**src/rtl/sebfc_pkg.sv**
```systemverilog
// shared types, constants and helpers of the stx/etx bcc frame checker
`timescale 1ns / 1ps

package sebfc_pkg;

    localparam int BYTE_W          = 8;
    localparam int CMD_BYTES       = 6;
    localparam int CMD_W           = CMD_BYTES * BYTE_W;
    localparam int COUNT_W         = 4;
    localparam int TAIL_LEN        = 5;
    localparam int STATUS_W        = 3;
    localparam int CFG_INDEX_W     = 1;
    localparam int MIN_FRAME_LEN   = 14;
    localparam int QUEUE_DEPTH_DEF = 2;

    localparam logic [COUNT_W-1:0] COUNT_MAX = '1;

    localparam logic [BYTE_W-1:0] STX_BYTE = 8'h02;
    localparam logic [BYTE_W-1:0] ETX_BYTE = 8'h03;
    localparam logic [BYTE_W-1:0] CR_BYTE  = 8'h0D;
    localparam logic [BYTE_W-1:0] LF_BYTE  = 8'h0A;

    // "0054  "
    localparam logic [CMD_W-1:0] EXPECTED_COMMAND_RST = 48'h3030_3534_2020;

    // configuration register indexes
    localparam logic [CFG_INDEX_W-1:0] CFG_EXPECTED_COMMAND = 1'd0;
    localparam logic [CFG_INDEX_W-1:0] CFG_CHECK_ENABLE     = 1'd1;

    // verdict codes
    localparam logic [STATUS_W-1:0] ST_OK        = 3'd0;
    localparam logic [STATUS_W-1:0] ST_SHORT     = 3'd1;
    localparam logic [STATUS_W-1:0] ST_FRAMING   = 3'd2;
    localparam logic [STATUS_W-1:0] ST_COMMAND   = 3'd3;
    localparam logic [STATUS_W-1:0] ST_CHECK     = 3'd4;
    localparam logic [STATUS_W-1:0] ST_TERMINATE = 3'd5;

    typedef struct packed {
        logic [BYTE_W-1:0] rx_byte;
        logic              frame_end;
    } t_in_req;

    typedef struct packed {
        logic [STATUS_W-1:0] frame_status;
        logic [BYTE_W-1:0]   computed_check;
    } t_out_req;

    // what the front hands to the back for one finished frame
    typedef struct packed {
        logic              short_frame;
        logic              framing_ok;
        logic              cmd_match;
        logic [BYTE_W-1:0] check;
        logic [BYTE_W-1:0] hex_hi;
        logic [BYTE_W-1:0] hex_lo;
        logic [BYTE_W-1:0] cr;
        logic [BYTE_W-1:0] lf;
    } t_summary;

    // upper-case ascii hex digit of the low nibble
    function automatic logic [BYTE_W-1:0] hex_digit(input logic [3:0] nib);
        logic [BYTE_W-1:0] v;
        v = {4'h0, nib};
        if (nib < 4'd10) begin
            hex_digit = 8'h30 + v;
        end else begin
            hex_digit = 8'h37 + v;
        end
    endfunction

endpackage

```
**src/rtl/sebfc_front.sv**
```systemverilog
// front: per-byte frame tracking, hands a summary to the queue at frame end
`timescale 1ns / 1ps

module sebfc_front
    import sebfc_pkg::*;
(
    input  logic             i_clk,
    input  logic             i_rst_n,
    input  logic             i_in_valid,
    output logic             o_in_stall,
    input  t_in_req          i_in_req,
    input  logic [CMD_W-1:0] i_expected_command,
    input  logic             i_queue_full,
    output logic             o_push,
    output t_summary         o_summary
);

    logic [COUNT_W-1:0] r_byte_count, n_byte_count;
    logic [BYTE_W-1:0]  r_running_xor, n_running_xor;
    logic               r_start_ok, n_start_ok;
    logic               r_cmd_match, n_cmd_match;
    logic [BYTE_W-1:0]  r_tail [TAIL_LEN];

    logic              w_fire;
    logic [BYTE_W-1:0] w_byte;
    logic [BYTE_W-1:0] w_want;
    logic              w_in_cmd;
    logic [BYTE_W-1:0] w_check;

    assign w_fire     = i_in_valid && !i_queue_full;
    assign o_in_stall = i_queue_full;
    assign w_byte     = i_in_req.rx_byte;

    // expected byte for positions 1..6, first one in the top byte
    always_comb begin
        w_in_cmd = 1'b1;
        w_want   = '0;
        case (r_byte_count)
            4'd1:    w_want = i_expected_command[5*BYTE_W +: BYTE_W];
            4'd2:    w_want = i_expected_command[4*BYTE_W +: BYTE_W];
            4'd3:    w_want = i_expected_command[3*BYTE_W +: BYTE_W];
            4'd4:    w_want = i_expected_command[2*BYTE_W +: BYTE_W];
            4'd5:    w_want = i_expected_command[1*BYTE_W +: BYTE_W];
            4'd6:    w_want = i_expected_command[0 +: BYTE_W];
            default: w_in_cmd = 1'b0;
        endcase
    end

    always_comb begin
        n_start_ok    = (r_byte_count == '0) ? (w_byte == STX_BYTE) : r_start_ok;
        n_cmd_match   = r_cmd_match && !(w_in_cmd && (w_byte != w_want));
        n_running_xor = r_running_xor;
        if (r_byte_count >= COUNT_W'(CMD_BYTES)) begin
            n_running_xor = r_running_xor ^ r_tail[TAIL_LEN-1];
        end
        // the etx byte, one slot short of the window's end, joins the check at frame end
        w_check = n_running_xor;
        if (r_byte_count >= COUNT_W'(TAIL_LEN)) begin
            w_check = n_running_xor ^ r_tail[TAIL_LEN-2];
        end
        n_byte_count = (r_byte_count != COUNT_MAX) ? r_byte_count + 1'b1 : r_byte_count;
    end

    assign o_push = w_fire && i_in_req.frame_end;

    always_comb begin
        o_summary.short_frame = r_byte_count < COUNT_W'(MIN_FRAME_LEN - 1);
        o_summary.framing_ok  = n_start_ok && (r_tail[TAIL_LEN-2] == ETX_BYTE);
        o_summary.cmd_match   = n_cmd_match;
        o_summary.check       = w_check;
        o_summary.hex_hi      = r_tail[2];
        o_summary.hex_lo      = r_tail[1];
        o_summary.cr          = r_tail[0];
        o_summary.lf          = w_byte;
    end

    always_ff @(posedge i_clk) begin
        if (!i_rst_n || o_push) begin
            r_byte_count  <= '0;
            r_running_xor <= '0;
            r_start_ok    <= 1'b0;
            r_cmd_match   <= 1'b1;
            for (int k = 0; k < TAIL_LEN; k++) begin
                r_tail[k] <= '0;
            end
        end else if (w_fire) begin
            r_byte_count  <= n_byte_count;
            r_running_xor <= n_running_xor;
            r_start_ok    <= n_start_ok;
            r_cmd_match   <= n_cmd_match;
            r_tail[0]     <= w_byte;
            for (int k = 1; k < TAIL_LEN; k++) begin
                r_tail[k] <= r_tail[k-1];
            end
        end
    end

    a_frame_restart: assert property (@(posedge i_clk) disable iff (!i_rst_n)
        o_push |=> (r_byte_count == '0) && r_cmd_match && !r_start_ok)
        else $error("frame state not cleared after frame end");

    a_count_moves: assert property (@(posedge i_clk) disable iff (!i_rst_n)
        (w_fire && !i_in_req.frame_end && r_byte_count != COUNT_MAX)
            |=> r_byte_count == $past(r_byte_count) + 1'b1)
        else $error("byte count did not advance");

endmodule

```
**src/rtl/sebfc_queue.sv**
```systemverilog
// short fifo of frame summaries between front and back
`timescale 1ns / 1ps

module sebfc_queue
    import sebfc_pkg::*;
#(
    parameter int DEPTH = QUEUE_DEPTH_DEF
) (
    input  logic     i_clk,
    input  logic     i_rst_n,
    input  logic     i_push,
    input  t_summary i_wdata,
    input  logic     i_pop,
    output logic     o_full,
    output logic     o_valid,
    output t_summary o_head
);

    localparam int PTR_W = (DEPTH > 1) ? $clog2(DEPTH) : 1;
    localparam int CNT_W = $clog2(DEPTH + 1);
    localparam logic [PTR_W-1:0] LAST_PTR = PTR_W'(DEPTH - 1);

    t_summary           r_mem [DEPTH];
    logic [PTR_W-1:0]   r_wr_ptr, r_rd_ptr;
    logic [CNT_W-1:0]   r_count;

    assign o_full  = (r_count == CNT_W'(DEPTH));
    assign o_valid = (r_count != '0);
    assign o_head  = r_mem[r_rd_ptr];

    always_ff @(posedge i_clk) begin
        if (i_push) begin
            r_mem[r_wr_ptr] <= i_wdata;
        end
    end

    always_ff @(posedge i_clk) begin
        if (!i_rst_n) begin
            r_wr_ptr <= '0;
            r_rd_ptr <= '0;
            r_count  <= '0;
        end else begin
            if (i_push) begin
                r_wr_ptr <= (r_wr_ptr == LAST_PTR) ? '0 : r_wr_ptr + 1'b1;
            end
            if (i_pop) begin
                r_rd_ptr <= (r_rd_ptr == LAST_PTR) ? '0 : r_rd_ptr + 1'b1;
            end
            case ({i_push, i_pop})
                2'b10:   r_count <= r_count + 1'b1;
                2'b01:   r_count <= r_count - 1'b1;
                default: r_count <= r_count;
            endcase
        end
    end

    a_no_overflow: assert property (@(posedge i_clk) disable iff (!i_rst_n)
        i_push |-> !o_full || i_pop)
        else $error("summary pushed into full queue");

    a_no_underflow: assert property (@(posedge i_clk) disable iff (!i_rst_n)
        i_pop |-> o_valid)
        else $error("summary popped from empty queue");

endmodule

```
**src/rtl/sebfc_back.sv**
```systemverilog
// back: turns a frame summary into the verdict and holds it for the consumer
`timescale 1ns / 1ps

module sebfc_back
    import sebfc_pkg::*;
(
    input  logic     i_clk,
    input  logic     i_rst_n,
    input  logic     i_check_enable,
    input  logic     i_q_valid,
    input  t_summary i_q_head,
    output logic     o_q_pop,
    output logic     o_out_valid,
    input  logic     i_out_stall,
    output t_out_req o_out_req
);

    logic     r_out_valid;
    t_out_req r_out_req;
    t_out_req n_out_req;

    assign o_q_pop = i_q_valid && (!r_out_valid || !i_out_stall);

    // first failing check decides
    always_comb begin
        n_out_req.computed_check = i_q_head.check;
        if (i_q_head.short_frame) begin
            n_out_req.frame_status = ST_SHORT;
        end else if (!i_q_head.framing_ok) begin
            n_out_req.frame_status = ST_FRAMING;
        end else if (i_check_enable && !i_q_head.cmd_match) begin
            n_out_req.frame_status = ST_COMMAND;
        end else if (i_q_head.hex_hi != hex_digit(i_q_head.check[7:4]) ||
                     i_q_head.hex_lo != hex_digit(i_q_head.check[3:0])) begin
            n_out_req.frame_status = ST_CHECK;
        end else if (i_q_head.cr != CR_BYTE || i_q_head.lf != LF_BYTE) begin
            n_out_req.frame_status = ST_TERMINATE;
        end else begin
            n_out_req.frame_status = ST_OK;
        end
    end

    always_ff @(posedge i_clk) begin
        if (!i_rst_n) begin
            r_out_valid <= 1'b0;
        end else if (o_q_pop) begin
            r_out_valid <= 1'b1;
        end else if (!i_out_stall) begin
            r_out_valid <= 1'b0;
        end
    end

    always_ff @(posedge i_clk) begin
        if (o_q_pop) begin
            r_out_req <= n_out_req;
        end
    end

    assign o_out_valid = r_out_valid;
    assign o_out_req   = r_out_req;

    a_pop_loads: assert property (@(posedge i_clk) disable iff (!i_rst_n)
        o_q_pop |=> r_out_valid)
        else $error("popped summary did not reach the output");

endmodule

```
**src/rtl/stx_etx_bcc_frame_checker_unit.sv**
```systemverilog
// top level of the stx/etx xor bcc frame checker
// order: a frame's verdict is written into the queue at the edge that takes its frame_end byte,
//   then loads the output reg once that is empty or not stalled, and shows on o_out_valid
// throughput: one byte request per cycle, set by the front's state update;
//   bytes stall only while the queue holds QUEUE_DEPTH verdicts behind a stalled output
// reset: synchronous active-low i_rst_n clears frame state, queue and output valid,
//   and loads the configuration registers with their reset values
`timescale 1ns / 1ps

module stx_etx_bcc_frame_checker_unit
    import sebfc_pkg::*;
#(
    parameter int QUEUE_DEPTH = QUEUE_DEPTH_DEF
) (
    input  logic                   i_clk,
    input  logic                   i_rst_n,
    // byte requests
    input  logic                   i_in_valid,
    output logic                   o_in_stall,
    input  t_in_req                i_in_req,
    // verdict requests
    output logic                   o_out_valid,
    input  logic                   i_out_stall,
    output t_out_req               o_out_req,
    // configuration writes
    input  logic                   i_cfg_we,
    input  logic [CFG_INDEX_W-1:0] i_cfg_index,
    input  logic [CMD_W-1:0]       i_cfg_data
);

    // configuration registers
    logic [CMD_W-1:0] r_expected_command;
    logic             r_check_enable;

    // front to queue
    logic     w_push;
    t_summary w_summary;
    logic     w_queue_full;

    // queue to back
    logic     w_q_valid;
    logic     w_q_pop;
    t_summary w_q_head;

    // register writes must land only while the block is idle; the block does not enforce it, so no shadowing
    always_ff @(posedge i_clk) begin
        if (!i_rst_n) begin
            r_expected_command <= EXPECTED_COMMAND_RST;
            r_check_enable     <= 1'b1;
        end else if (i_cfg_we) begin
            case (i_cfg_index)
                CFG_EXPECTED_COMMAND: r_expected_command <= i_cfg_data;
                CFG_CHECK_ENABLE:     r_check_enable     <= i_cfg_data[0];
                default:              r_check_enable     <= r_check_enable;
            endcase
        end
    end

    // front tracks the frame byte by byte and classifies it at its last byte
    sebfc_front u_front (
        .i_clk              (i_clk),
        .i_rst_n            (i_rst_n),
        .i_in_valid         (i_in_valid),
        .o_in_stall         (o_in_stall),
        .i_in_req           (i_in_req),
        .i_expected_command (r_expected_command),
        .i_queue_full       (w_queue_full),
        .o_push             (w_push),
        .o_summary          (w_summary)
    );

    // decouples byte intake from a stalled verdict consumer
    sebfc_queue #(
        .DEPTH (QUEUE_DEPTH)
    ) u_queue (
        .i_clk   (i_clk),
        .i_rst_n (i_rst_n),
        .i_push  (w_push),
        .i_wdata (w_summary),
        .i_pop   (w_q_pop),
        .o_full  (w_queue_full),
        .o_valid (w_q_valid),
        .o_head  (w_q_head)
    );

    // back resolves the verdict priority and drives the output register
    sebfc_back u_back (
        .i_clk          (i_clk),
        .i_rst_n        (i_rst_n),
        .i_check_enable (r_check_enable),
        .i_q_valid      (w_q_valid),
        .i_q_head       (w_q_head),
        .o_q_pop        (w_q_pop),
        .o_out_valid    (o_out_valid),
        .i_out_stall    (i_out_stall),
        .o_out_req      (o_out_req)
    );

endmodule

```
**config.mk**
```make
export PLATFORM = sky130hd
export DESIGN_NAME = stx_etx_bcc_frame_checker_unit
export DESIGN_NICKNAME = d
export VERILOG_FILES = /design/src/rtl/sebfc_pkg.sv /design/src/rtl/sebfc_front.sv /design/src/rtl/sebfc_queue.sv /design/src/rtl/sebfc_back.sv /design/src/rtl/stx_etx_bcc_frame_checker_unit.sv
export SDC_FILE = /design/constraint.sdc
export NUM_CORES = 1
export LEC_CHECK = 0
export BUFFER_PORTS_ARGS = -buffer_cell sky130_fd_sc_hd__buf_2
export CAP_MARGIN = 40
export CORE_UTILIZATION = 45
export DETAILED_ROUTE_END_ITERATION = 12
export HOLD_SLACK_MARGIN = 0.03
export PLACE_DENSITY = 0.74
export SYNTH_ARGS = -nofsm -noshare
export SYNTH_HDL_FRONTEND = slang
export SYNTH_SLANG_ARGS = --single-unit
export TNS_END_PERCENT = 10
```
**constraint.sdc**
```tcl
create_clock -name i_clk -period 3.79 [get_ports i_clk]
set_input_delay 0.379 -clock i_clk [delete_from_list [all_inputs] [get_ports i_clk]]
set_output_delay 0.379 -clock i_clk [all_outputs]
set_load 0.01 [all_outputs]
```
======== Word-level counts from Yosys, hierarchy flattened ========
Memory sizes are Yosys's and may differ from the RTL's. A register that Yosys moved wholly into a read port is not among the register bits.
Index checks and enable logic that the tools add are counted.
operators by class
  order comparisons ....................... 5
  div/mod/pow operators ................... 0
  $mul .................................... 0
  bitwise operators ....................... 9
  equal/unequal tests ..................... 18
  shifts and indexed selects .............. 0
  mux-type cells .......................... 36
  reduce and logical (&&, ||, !) cells .... 25
  add/sub/neg operators ................... 9
operators with widths
  cell                                                                                 count
  8-bit two-way mux                                                                    15
  8-bit case mux with 6 select lines                                                   1
  6-bit by 4-bit adder with 7-bit output, first input constant                         4
  8-bit != test                                                                        3
  8-bit by 2-bit equality test with 1-bit output, second input constant                2
  8-bit by 4-bit != test with 1-bit output, second input constant                      2
  8-bit bitwise XOR                                                                    2
  1-bit two-way mux                                                                    15
  4-bit by 3-bit equality test with 1-bit output, second input constant                3
  4-bit less-than comparator, second input constant                                    3
  4-bit by 2-bit equality test with 1-bit output, second input constant                2
  4-bit by 3-bit greater-or-equal comparator with 1-bit output, second input constant  2
  1-bit logical AND                                                                    7
  1-bit logical NOT                                                                    6
  3-bit two-way mux                                                                    2
  2-bit AND reduction                                                                  3
  6-bit OR reduction                                                                   1
  1-bit OR                                                                             5
  4-bit by 1-bit adder with 4-bit output, second input constant                        1
  2-bit equality test, second input constant                                           2
  4-bit by 1-bit equality test with 1-bit output, second input constant                1
  4-bit logical NOT                                                                    1
  1-bit logical OR                                                                     4
  2-bit two-way mux                                                                    2
  other kinds (10)                                                                     13
word-level totals
  memories kept ........................... 2
  output and inout port bits .............. 13
  input bits .............................. 63
  register bits ........................... 79
  memory bits (writable) .................. 126
  memory bits (read-only) ................. 0
  bits in latches ......................... 0
  logic and storage cells ................. 117
memories
  name            depth  width  read ports  clocked after Yosys merged registers in  wr ports  line               RTL
  u_queue.r_mem   2      43     1           1                                        1         sebfc_queue.sv:23  t_summary r_mem [DEPTH];
  u_front.r_tail  5      8      5           0                                        5         sebfc_front.sv:22  logic [BYTE_W-1:0] r_tail [TAIL_LEN];

======== Longest topological paths before layout ========
Gate-level depths: netlist of the first run.
  depth after elaboration ................. 10
  depth in mapped cells ................... 11
  gate-level depth less buffers ........... 8

======== Hierarchy ========
A second synthesis of the first run with hierarchy kept.
second synthesis, totals
  cell total of the unflattened synthesis .. 764
  area, all modules ....................... 9376.5 um^2
by module, submodules not included
  module                          seq. area each (um^2)  cells each  times used  area each (um^2)
  sebfc_queue                     2682.6                 156         1           3310.7
  sebfc_front                     1481.4                 306         1           3189.3
  stx_etx_bcc_frame_checker_unit  980.9                  214         1           2037.0
  sebfc_back                      350.3                  88          1           839.6

======== Worst setup path before layout of the first run ========
Ideal clock, no wire load.
  kind .................................... register to register
  start ................................... register u_queue.r_count[0]
  end ..................................... memory u_queue.r_mem[0][0] (netlist bit) (enable)
  buffers on the path ..................... 0
  period minus slack after synthesis ...... 3.050 ns
  stages on the path, launching flop included .. 5
  data arrival time ....................... 2.605 ns
  slack ................................... 0.740 ns
  required time ........................... 3.345 ns
  library setup time ...................... 0.445 ns
  cell sequence ........................... dfxtp_1 -> nand2b_1 -> and2_1 -> nand2_1 -> nor2_1
between the ends
  longest elaborated chain between the ends .. 6
ends and longest elaborated chain
  what                                     line               RTL
  start: declaration                       sebfc_queue.sv:25  logic [CNT_W-1:0] r_count;
  start signal: assignment                 sebfc_queue.sv:50  2'b10: r_count <= r_count + 1'b1;
  start signal: assignment                 sebfc_queue.sv:51  2'b01: r_count <= r_count - 1'b1;
  start signal: assignment                 sebfc_queue.sv:52  default: r_count <= r_count;
  2-bit equality test                      sebfc_queue.sv:27  assign o_full = (r_count == CNT_W'(DEPTH));
  1-bit logical NOT                        sebfc_front.sv:30  assign w_fire = i_in_valid && !i_queue_full;
  1-bit logical AND                        sebfc_front.sv:30
  1-bit logical AND                        sebfc_front.sv:64  assign o_push = w_fire && i_in_req.frame_end;
  1-bit two-way mux                        sebfc_queue.sv:32  if (i_push) begin
  1-bit two-way mux (not written as such)  sebfc_queue.sv:33  r_mem[r_wr_ptr] <= i_wdata;
  end: declaration                         sebfc_queue.sv:23
Every way passes these cells.

======== Final worst setup path of the first run ========
  start ................................... register u_front.r_byte_count[0]
  end ..................................... memory u_queue.r_mem[0][40] (netlist bit) (data pin)
between the ends
  longest elaborated chain between the ends .. 6
  elaborated cells on any way between the ends .. 13
  those cells by class .................... eq/ne (7); mux (2); reduce/logical (4)
ends and longest elaborated chain
  what                                                                          line                                  RTL
  start: declaration                                                            sebfc_front.sv:18                     logic [COUNT_W-1:0] r_byte_count, n_byte_count;
  start signal: assignment                                                      sebfc_front.sv:87                     r_byte_count <= n_byte_count;
  4-bit by 3-bit equality test with 1-bit output, or another cell as far along  sebfc_front.sv:38                     case (r_byte_count)
  8-bit case mux with 6 select lines or 6-bit OR reduction (tied branches)      n/a
  8-bit != test or 1-bit two-way mux (tied branches)                            sebfc_front.sv:51, sebfc_front.sv:38
  1-bit logical AND (*)                                                         sebfc_front.sv:51                     n_cmd_match = r_cmd_match && !(w_in_cmd && (w_byte != w_want));
  1-bit logical NOT (*)                                                         sebfc_front.sv:51
  1-bit logical AND (*)                                                         sebfc_front.sv:51
  net u_front.n_cmd_match                                                       sebfc_front.sv:21                     logic r_cmd_match, n_cmd_match;
Mark *: on every way through the listed nets, which the timed path passes. The rest lies on a longest branch.

==> impl_metrics.prom, run 1 <==
# TYPE chip_impl_metric gauge
chip_impl_metric{name="drtAntennaViolNets",unit=""} 0
chip_impl_metric{name="grt_start_max_net_pins",unit=""} 67
chip_impl_metric{name="gp_routability_congestion",unit=""} 0.859
chip_impl_metric{name="worst_ir_drop_vdd",unit="V"} 0.000310
chip_impl_metric{name="number_of_iterations_in_the_first_detailed_routing_pass",unit=""} 6
chip_impl_info{name="cts_root_buffer",value="sky130_fd_sc_hd__clkbuf_16"} 1
chip_impl_metric{name="drcViolationCount",unit=""} 0
chip_impl_info{name="crit_path_start_kind",value="register"} 1
chip_impl_metric{name="groute.usage.overall",unit="%"} 18.5
chip_impl_metric{name="hold_viol_final",unit=""} 0
chip_impl_info{name="setup.worst_path.end_class",value="register"} 1
chip_impl_metric{name="worstSkewPairLatency",unit="ns"} 0.50
chip_impl_metric{name="flip_flop_and_latch_count_after_synthesis",unit=""} 206
chip_impl_info{name="setup_repair_after_global_routing_missed_its_margin",value="no"} 1
chip_impl_info{name="status",value="finished clean"} 1
chip_impl_metric{name="core_area",unit="µm²"} 19000
chip_impl_info{name="critPathKind",value="register to register"} 1
chip_impl_metric{name="floorplan.die_area",unit="µm²"} 20100
chip_impl_metric{name="worst_ep_arrival_time",unit="ns"} 3.35
chip_impl_metric{name="cts_hold_repair.buffers",unit=""} 0
chip_impl_metric{name="antenna_cells",unit=""} 0
chip_impl_info{name="worstHoldPathType",value="primary input to register"} 1
chip_impl_metric{name="postSynthCellCount",unit=""} 761
chip_impl_metric{name="cts_post_setup_buffers_inserted",unit=""} 0
chip_impl_metric{name="timing.critical_path.required",unit="ns"} 4.13
chip_impl_metric{name="place_hpwl",unit="µm"} 12200
chip_impl_metric{name="timing.clock.skew",unit="ns"} 0.0123
chip_impl_metric{name="share_seq_of_total_power",unit="%"} 51.3
chip_impl_metric{name="layout-drive-gt1-share",unit="%"} 15.7
chip_impl_metric{name="worstRegToRegCells",unit=""} 8
chip_impl_metric{name="cellInternalPower",unit="W"} 0.00408
chip_impl_metric{name="grt_remaining_overflow",unit=""} 0
chip_impl_metric{name="top_cell_type_s_share_of_synthesized_area",unit="%"} 46.7
chip_impl_metric{name="grt_antenna_before_repair",unit=""} 0
chip_impl_metric{name="synthesis.area",unit="µm²"} 8810
chip_impl_metric{name="syn2layout_area_growth",unit="%"} 14.8
chip_impl_metric{name="setup_viol",unit=""} 0
chip_impl_metric{name="power.static_leakage",unit="nW"} 3.70
chip_impl_metric{name="power_frac_clock",unit="%"} 34.7
chip_impl_metric{name="io_buffer_count",unit=""} 75
chip_impl_metric{name="synth.yosys.seq_area_share",unit="%"} 62.4
chip_impl_info{name="synth_most_common_cell",value="sky130_fd_sc_hd__nand2_1"} 1
chip_impl_metric{name="max_cap_viol_count",unit=""} 0
chip_impl_metric{name="synth_enable_flop_cells",unit=""} 137
chip_impl_metric{name="initial_core_utilization",unit="%"} 46.5
chip_impl_metric{name="worst-path-max-fanout",unit=""} 17
chip_impl_metric{name="num-nets-final",unit=""} 903
chip_impl_metric{name="finalWorstSetupSlack",unit="ns"} 0.774
chip_impl_metric{name="max_slew_margin",unit="%"} 50.7
chip_impl_metric{name="placementRows",unit=""} 50
chip_impl_metric{name="cts_buffers",unit=""} 21
chip_impl_metric{name="total_switching_power",unit="W"} 0.00140
chip_impl_info{name="tritoncts",value="done"} 1
chip_impl_metric{name="fin_worst_hold_slack",unit="ns"} 0.0887
chip_impl_metric{name="clk_path_buf_depth",unit=""} 3
chip_impl_metric{name="number_of_warning_messages_in_the_yosys_log",unit=""} 0
chip_impl_metric{name="maxClockFrequency",unit="GHz"} 0.332
chip_impl_info{name="synth_commonest_cells",value="sky130_fd_sc_hd__nand2_1 (149), sky130_fd_sc_hd__edfxtp_1 (137), sky130_fd_sc_hd__dfxtp_1 (69)"} 1
chip_impl_metric{name="dr_total_vias",unit=""} 5765
chip_impl_metric{name="post_synth.cell_area_avg",unit="µm²"} 11.6
chip_impl_metric{name="first_global_vias",unit=""} 5767
chip_impl_metric{name="chipHeight",unit="µm"} 142
chip_impl_metric{name="floorplan.io_pins",unit=""} 76
chip_impl_metric{name="power.share.switching",unit="%"} 25.6
chip_impl_metric{name="die_x",unit="µm"} 142
chip_impl_metric{name="post_cts.resized_instances",unit=""} 0
chip_impl_metric{name="pre_cts_slack",unit="ns"} 0.820
chip_impl_metric{name="finalSetupTns",unit="ns"} 0
chip_impl_metric{name="routedWlPerCell",unit="µm"} 16.0
chip_impl_metric{name="final-max-slew-violation-count",unit=""} 0
chip_impl_metric{name="max_slew.worst_pin.slew",unit="ns"} 0.730
chip_impl_info{name="ys_top_cells_by_area",value="sky130_fd_sc_hd__edfxtp_1 (47%), sky130_fd_sc_hd__dfxtp_1 (16%), sky130_fd_sc_hd__nand2_1 (6.4%), sky130_fd_sc_hd__a21boi_0 (3.5%), sky130_fd_sc_hd__and2_1 (3.3%)"} 1
chip_impl_metric{name="level_count_of_the_clock_h_tree",unit=""} 1
chip_impl_metric{name="finalWirelength",unit="µm"} 17700
chip_impl_metric{name="path_clk_slew",unit="ns"} 0.06
chip_impl_metric{name="first_iter_violations",unit=""} 418
chip_impl_metric{name="global_route_wire_length_before_repair",unit="µm"} 29200
chip_impl_info{name="yosys.area.top_type",value="sky130_fd_sc_hd__edfxtp_1"} 1
chip_impl_metric{name="post_synth_num_cell_types",unit=""} 54
chip_impl_metric{name="p_per_area",unit="nW/µm²"} 542
chip_impl_metric{name="n_fill_cell",unit=""} 1630
chip_impl_metric{name="finalCritPeriodShare",unit="%"} 79.6
chip_impl_metric{name="min_path_cells",unit=""} 3
chip_impl_metric{name="postLayoutCoreUtil",unit="%"} 53.3
chip_impl_metric{name="route.detailed.vias_per_inst",unit=""} 5.21
chip_impl_metric{name="cts.sink_count",unit=""} 206
chip_impl_metric{name="pwr-share-comb",unit="%"} 14.1
chip_impl_metric{name="layout_min_cycle_time",unit="ns"} 3.02
chip_impl_info{name="synth_top_flop_cell",value="sky130_fd_sc_hd__edfxtp_1"} 1
chip_impl_metric{name="postSynth.asyncResetShare",unit="%"} 0
chip_impl_metric{name="total_power",unit="W"} 0.00548
chip_impl_metric{name="syn-num-nets",unit=""} 832
## kinds of logic (layout without fill, tap and decap cells)
group | Yosys count | after routing | share of synthesized area [%]
and+or+nand+nor | 297 | 297 | 16.5
DFF | 206 | 206 | 62.4
AOI/OAI and AO/OA | 132 | 132 | 10.5
buffers and inverters | 52 | 138 | 2.36
xor gates and xnor gates | 39 | 39 | 3.88
muxes | 27 | 27 | 3.20
adders and majority gates | 8 | 8 | 1.14
## metrics by stage
| step | instance area (µm²) | std cells |
|---|---|---|
| final | 10100 | 1107 |
| after global routing | 10100 | 1107 |
| after CTS | 10100 | 1107 |
| after detailed placement | 9470 | 1069 |
| after global placement | 9440 | 1067 |
| after floorplan | 8810 | 761 |
## layout make-up
class / instances / area (µm²) / share of cell area [%]
flip-flops and latches: 206 / 5500 / 54.4
multi-input cells: 503 / 3120 / 30.9
clock buffers: 27 / 578 / 5.72
repair buffers: 86 / 478 / 4.73
well taps: 260 / 325 / 3.22
clock inverters: 11 / 58.8 / 0.582
inverters: 14 / 52.6 / 0.520
## registers in the layout (all words and copies together) (netlist names), named ones only
name and flops:
u_queue.r_rd_ptr 1, u_queue.r_mem 86, u_back.o_out_valid 1, r_check_enable 1, u_queue.r_count 2, u_front.r_running_xor 8
u_front.r_tail 40, u_front.r_byte_count 4, u_front.r_cmd_match 1, u_back.o_out_req 11, u_queue.r_wr_ptr 1, r_expected_command 48
u_front.r_start_ok 1
## critical path, cell delays in order (launching register included)
cell	delay, ns
sky130_fd_sc_hd__dfxtp_1	0.42
sky130_fd_sc_hd__inv_1	0.11
sky130_fd_sc_hd__ha_1	0.42
sky130_fd_sc_hd__a22oi_2	0.29
sky130_fd_sc_hd__mux2_4	0.31
sky130_fd_sc_hd__a211o_1	0.28
sky130_fd_sc_hd__or4_1	0.51
sky130_fd_sc_hd__a211o_1	0.32
sky130_fd_sc_hd__a21boi_1	0.19
## layer usage
layer	global-route usage (%)	routed length (µm)	part of all wire (%)
met4	5.38	442	2.5
met5	0	0	0
met2	31.5	8610	49
met3	3.17	903	5.1
met1	24.2	7740	44
## path summary, 6_finish.rpt
path | end | start | slack [ns]
worst max register to register | u_queue.r_mem[0][40] | u_front.r_byte_count[0] | 0.77
worst min-delay path | r_expected_command[20] | i_cfg_data[20] | 0.09
worst max-delay path | u_queue.r_mem[0][40] | u_front.r_byte_count[0] | 0.77
worst min register to register | r_expected_command[8] | r_expected_command[8] | 0.46
## layout by cell type (no fill, tap or decap), drive strengths merged, types with 4 or more instances in the layout
| master | Yosys | layout |
|---|---|---|
| a21boi | 42 | 42 |
| a21oi | 15 | 15 |
| a22o | 8 | 8 |
| a22oi | 16 | 16 |
| a31oi | 6 | 6 |
| and2 | 47 | 47 |
| buf | 8 | 86 |
| clkbuf | 30 | 27 |
| clkinv | 0 | 7 |
| dfxtp | 69 | 69 |
| edfxtp | 137 | 137 |
| ha | 8 | 8 |
| inv | 14 | 18 |
| mux2 | 6 | 6 |
| mux2i | 21 | 21 |
| nand2 | 149 | 149 |
| nand2b | 7 | 7 |
| nand3 | 31 | 31 |
| nor2 | 15 | 15 |
| nor3 | 9 | 9 |
| nor3b | 4 | 4 |
| nor4 | 6 | 6 |
| o21ai | 26 | 26 |
| xnor2 | 29 | 29 |
| xor2 | 10 | 10 |
## power groups by stage
stage | registers [W] | clock network [W] | logic (W)
2_1_floorplan | 0.00285 | 0 | 0.000513
3_3_place_gp | 0.00285 | 0 | 0.000755
3_5_place_dp | 0.00286 | 0 | 0.000777
4_1_cts | 0.00281 | 0.00194 | 0.000783
5_1_grt | 0.00284 | 0.00202 | 0.000865
6_report | 0.00281 | 0.00190 | 0.000770
Power figures use the tool's default switching activity.
==> run 2: changes to the inputs <==
ABC_AREA = 1   (was default)
clock period = 3 ns   (was 3.79 ns; I/O delays follow)
==> run 2 against run 1 <==
Routed wire length up 0.53%. Critical endpoint is now u_front.r_running_xor[3]. First-iteration DRC count down 10%. Sequential power up 27%. Sequential share of layout area down 2.0 points. Worst hold slack worse by 0.048 ns. Global-route usage up 0.11 points. Area after synthesis up 1.8%. Largest power group unchanged. Core utilization up 0.44 points.
==> impl_metrics.prom, run 2 <==
# TYPE chip_impl_metric gauge
chip_impl_info{name="status",value="finished clean"} 1
chip_impl_metric{name="worst_ir_drop_vdd",unit="V"} 0.000337
chip_impl_metric{name="xor_xnor_share_of_the_synthesized_area",unit="%"} 1.66
chip_impl_info{name="synth_commonest_cells",value="sky130_fd_sc_hd__nand2_1 (235), sky130_fd_sc_hd__edfxtp_1 (137), sky130_fd_sc_hd__nor2_1 (133)"} 1
chip_impl_metric{name="floorplan.die_area",unit="µm²"} 20500
chip_impl_info{name="worstHoldPathType",value="primary input to register"} 1
chip_impl_info{name="most-common-layout-cells",value="sky130_fd_sc_hd__nand2_1 (235), sky130_fd_sc_hd__edfxtp_1 (137), sky130_fd_sc_hd__nor2_1 (130)"} 1
chip_impl_metric{name="finalSetupTns",unit="ns"} 0
chip_impl_info{name="setup_repair_after_global_routing_missed_its_margin",value="no"} 1
chip_impl_info{name="path_common_cell",value="sky130_fd_sc_hd__nand2_1"} 1
chip_impl_metric{name="synth_enable_flop_cells",unit=""} 137
chip_impl_metric{name="routedWlPerCell",unit="µm"} 13.2
chip_impl_metric{name="placementRows",unit=""} 51
chip_impl_info{name="mostFrequentLayoutCell",value="sky130_fd_sc_hd__nand2_1"} 1
chip_impl_info{name="synth_most_common_cell",value="sky130_fd_sc_hd__nand2_1"} 1
chip_impl_metric{name="max_slew_margin",unit="%"} 43.4
chip_impl_info{name="maxUsedRoutingLayer",value="met4"} 1
chip_impl_info{name="largest_register",value="u_queue.r_mem"} 1
chip_impl_metric{name="layout_min_cycle_time",unit="ns"} 2.53
chip_impl_metric{name="timing.critical_path.required",unit="ns"} 3.40
chip_impl_info{name="cts_root_buffer",value="sky130_fd_sc_hd__clkbuf_16"} 1
chip_impl_metric{name="core_area",unit="µm²"} 19500
chip_impl_metric{name="hold_viol_final",unit=""} 0
chip_impl_metric{name="postSynth.asyncResetShare",unit="%"} 0
chip_impl_metric{name="total_power",unit="W"} 0.00764
chip_impl_metric{name="timing.clock.skew",unit="ns"} 0.0109
chip_impl_metric{name="groute.usage.overall",unit="%"} 18.6
chip_impl_info{name="crit_path_cell_trace",value="inv_2 > o21ai_2 > inv_1 > nand2_1 > nand2_1 > inv_1 > nand2_1 > buf_4 > o21ai_0"} 1
chip_impl_metric{name="gp_routability_congestion",unit=""} 0.848
chip_impl_metric{name="path_clk_slew",unit="ns"} 0.06
chip_impl_metric{name="layout-drive-gt1-share",unit="%"} 14.5
chip_impl_metric{name="postSynthCellCount",unit=""} 969
chip_impl_metric{name="synthesis.area",unit="µm²"} 8970
chip_impl_metric{name="maxClockFrequency",unit="GHz"} 0.396
chip_impl_metric{name="setup_viol",unit=""} 0
chip_impl_metric{name="place_hpwl",unit="µm"} 12200
chip_impl_metric{name="finalWirelength",unit="µm"} 17800
chip_impl_metric{name="largest_reg_flops",unit=""} 86
chip_impl_metric{name="first_global_vias",unit=""} 6287
chip_impl_info{name="synth_top_family_by_area",value="simple AND/OR/NAND/NOR gates"} 1
chip_impl_metric{name="top_cell_type_s_share_of_synthesized_area",unit="%"} 45.9
chip_impl_metric{name="p_per_area",unit="nW/µm²"} 728
chip_impl_metric{name="io_buffer_count",unit=""} 75
chip_impl_metric{name="floorplan.io_pins",unit=""} 76
chip_impl_metric{name="grt_start_max_net_pins",unit=""} 64
chip_impl_metric{name="synth_simple_gate_area_share",unit="%"} 22.0
chip_impl_metric{name="met3_wirelength",unit="µm"} 856
chip_impl_metric{name="first_iter_violations",unit=""} 376
chip_impl_metric{name="synth-adder-area-share",unit="%"} 1.12
chip_impl_metric{name="die_x",unit="µm"} 143
chip_impl_metric{name="syn2layout_area_growth",unit="%"} 17.1
chip_impl_metric{name="antenna_cells",unit=""} 0
chip_impl_metric{name="num-nets-final",unit=""} 1142
chip_impl_metric{name="route.detailed.vias_per_inst",unit=""} 4.84
chip_impl_metric{name="syn-num-nets",unit=""} 1040
chip_impl_metric{name="level_count_of_the_clock_h_tree",unit=""} 1
chip_impl_metric{name="grt_antenna_before_repair",unit=""} 0
chip_impl_metric{name="worstSkewPairLatency",unit="ns"} 0.49
chip_impl_info{name="setup.worst_path.end_class",value="register"} 1
chip_impl_metric{name="drtAntennaViolNets",unit=""} 0
chip_impl_metric{name="crit_path_max_incr_delay",unit="ns"} 0.40
chip_impl_metric{name="finalCritPeriodShare",unit="%"} 84.2
chip_impl_metric{name="worst-path-max-fanout",unit=""} 16
chip_impl_metric{name="worst_ep_arrival_time",unit="ns"} 2.93
chip_impl_metric{name="chipHeight",unit="µm"} 143
chip_impl_info{name="critPathTopFamily",value="simple AND/OR/NAND/NOR gates"} 1
chip_impl_metric{name="number_of_iterations_in_the_first_detailed_routing_pass",unit=""} 5
chip_impl_metric{name="clk_path_buf_depth",unit=""} 3
chip_impl_info{name="top_regs",value="u_queue.r_mem: 86 flops, r_expected_command: 48 flops, u_front.r_tail: 40 flops"} 1
chip_impl_info{name="synth_top_flop_cell",value="sky130_fd_sc_hd__edfxtp_1"} 1
chip_impl_metric{name="post_synth.cell_area_avg",unit="µm²"} 9.25
chip_impl_metric{name="final-max-slew-violation-count",unit=""} 0
chip_impl_info{name="tritoncts",value="done"} 1
chip_impl_metric{name="cts.sink_count",unit=""} 206
chip_impl_metric{name="initial_core_utilization",unit="%"} 45.9
chip_impl_metric{name="global_route_wire_length_before_repair",unit="µm"} 30000
chip_impl_info{name="crit_path_start_kind",value="register"} 1
chip_impl_metric{name="synth_mux_area_share",unit="%"} 0
chip_impl_metric{name="drcViolationCount",unit=""} 0
chip_impl_info{name="ys_top_cells_by_area",value="sky130_fd_sc_hd__edfxtp_1 (46%), sky130_fd_sc_hd__dfxtp_1 (15%), sky130_fd_sc_hd__nand2_1 (9.8%), sky130_fd_sc_hd__nor2_1 (5.6%), sky130_fd_sc_hd__inv_1 (4.9%)"} 1
chip_impl_metric{name="number_of_warning_messages_in_the_yosys_log",unit=""} 0
chip_impl_metric{name="synth_compound_gate_area_share",unit="%"} 6.47
chip_impl_metric{name="synth.yosys.seq_area_share",unit="%"} 61.3
chip_impl_metric{name="dr_total_vias",unit=""} 6529
chip_impl_info{name="critPathKind",value="register to register"} 1
chip_impl_metric{name="max_slew.worst_pin.slew",unit="ns"} 0.847
chip_impl_metric{name="max_cap_viol_count",unit=""} 0
chip_impl_metric{name="post_synth_num_cell_types",unit=""} 43
chip_impl_info{name="yosys.area.top_type",value="sky130_fd_sc_hd__edfxtp_1"} 1
chip_impl_metric{name="cts_buffers",unit=""} 21
chip_impl_info{name="crit_path_top_delay_cell",value="sky130_fd_sc_hd__o21ai_2"} 1
chip_impl_metric{name="power.static_leakage",unit="nW"} 4.48
chip_impl_metric{name="grt_remaining_overflow",unit=""} 0
chip_impl_metric{name="wl_met2",unit="µm"} 8670
chip_impl_metric{name="cp.buffers_inverters",unit=""} 4
chip_impl_metric{name="wl_met1",unit="µm"} 7840
chip_impl_metric{name="flip_flop_and_latch_count_after_synthesis",unit=""} 206
## run 2: cell count changes after synthesis, sizes merged, moves of 36 or more
cell    change
nor2      +123
inv       +117
nand2      +93
and2       -47
o21ai      +43
a21boi     -41
nand3      +36
## run 2: layout make-up
type,count,area [µm²]
fillers,1726,9030
inverters,132,495
clock buffers,24,547
well taps,265,332
flip-flops and latches,206,5500
clock inverters,13,92.6
multi-input cells,600,2820
repair buffers,110,716
## run 2: final timing paths
path	start	to	slack, ns	depth (start not counted)
min reg2reg	r_expected_command[0]	r_expected_command[0]	0.45	2
max reg2reg	u_queue.r_count[1]	u_front.r_running_xor[3]	0.47	9
min	i_cfg_data[32]	r_expected_command[32]	0.04	3
max	u_queue.r_count[1]	u_front.r_running_xor[3]	0.47	9
## run 2: kinds of logic after synthesis
group,after synthesis
and+or+nand+nor,472
DFF,206
buffers and inverters,163
AOI/OAI and AO/OA,103
xor gates and xnor gates,17
adders and majority gates,8
## run 2: repair_timing
item | in CTS | in global routing
hold endpoints to repair | 21 | 0
setup buffers | 0 | 0
resized for setup | 0 | 0
hold buffers | 21 | 0
## run 2: per-layer routing
| metal | up-vias | track usage, % |
|---|---|---|
| met1 | 2979 | 23.2 |
| met5 | - | 0 |
| met3 | 30 | 2.98 |
| met4 | 0 | 5.09 |
| met2 | 176 | 33.2 |
| li1 | 3344 | - |
## run 2: metrics by stage
stage          setup WS, ns  utilization (%)  area (µm²)  hold WS [ns]  std cells
5_1_grt               0.216             53.8       10500        0.0349       1350
4_1_cts               0.479             53.8       10500        0.0307       1350
3_5_place_dp          0.524             49.4        9650         0.443       1292
3_3_place_gp          0.675             49.4        9650         0.437       1292
2_1_floorplan        0.0452                -        8970         0.399        969
6_report              0.473             53.8       10500        0.0408       1350
## run 2: worst register-to-register path, stage by stage (launching register included)
cell and delay [ns]:
sky130_fd_sc_hd__dfxtp_1 0.37, sky130_fd_sc_hd__inv_2 0.05, sky130_fd_sc_hd__o21ai_2 0.40, sky130_fd_sc_hd__inv_1 0.15
sky130_fd_sc_hd__nand2_1 0.27, sky130_fd_sc_hd__nand2_1 0.16, sky130_fd_sc_hd__inv_1 0.13, sky130_fd_sc_hd__nand2_1 0.38
sky130_fd_sc_hd__buf_4 0.34, sky130_fd_sc_hd__o21ai_0 0.19
## run 2: power breakdown
group | switching (W) | internal, W
clock | 0.00104 | 0.00139
combinational | 0.00109 | 0.000546
sequential | 0.000149 | 0.00342
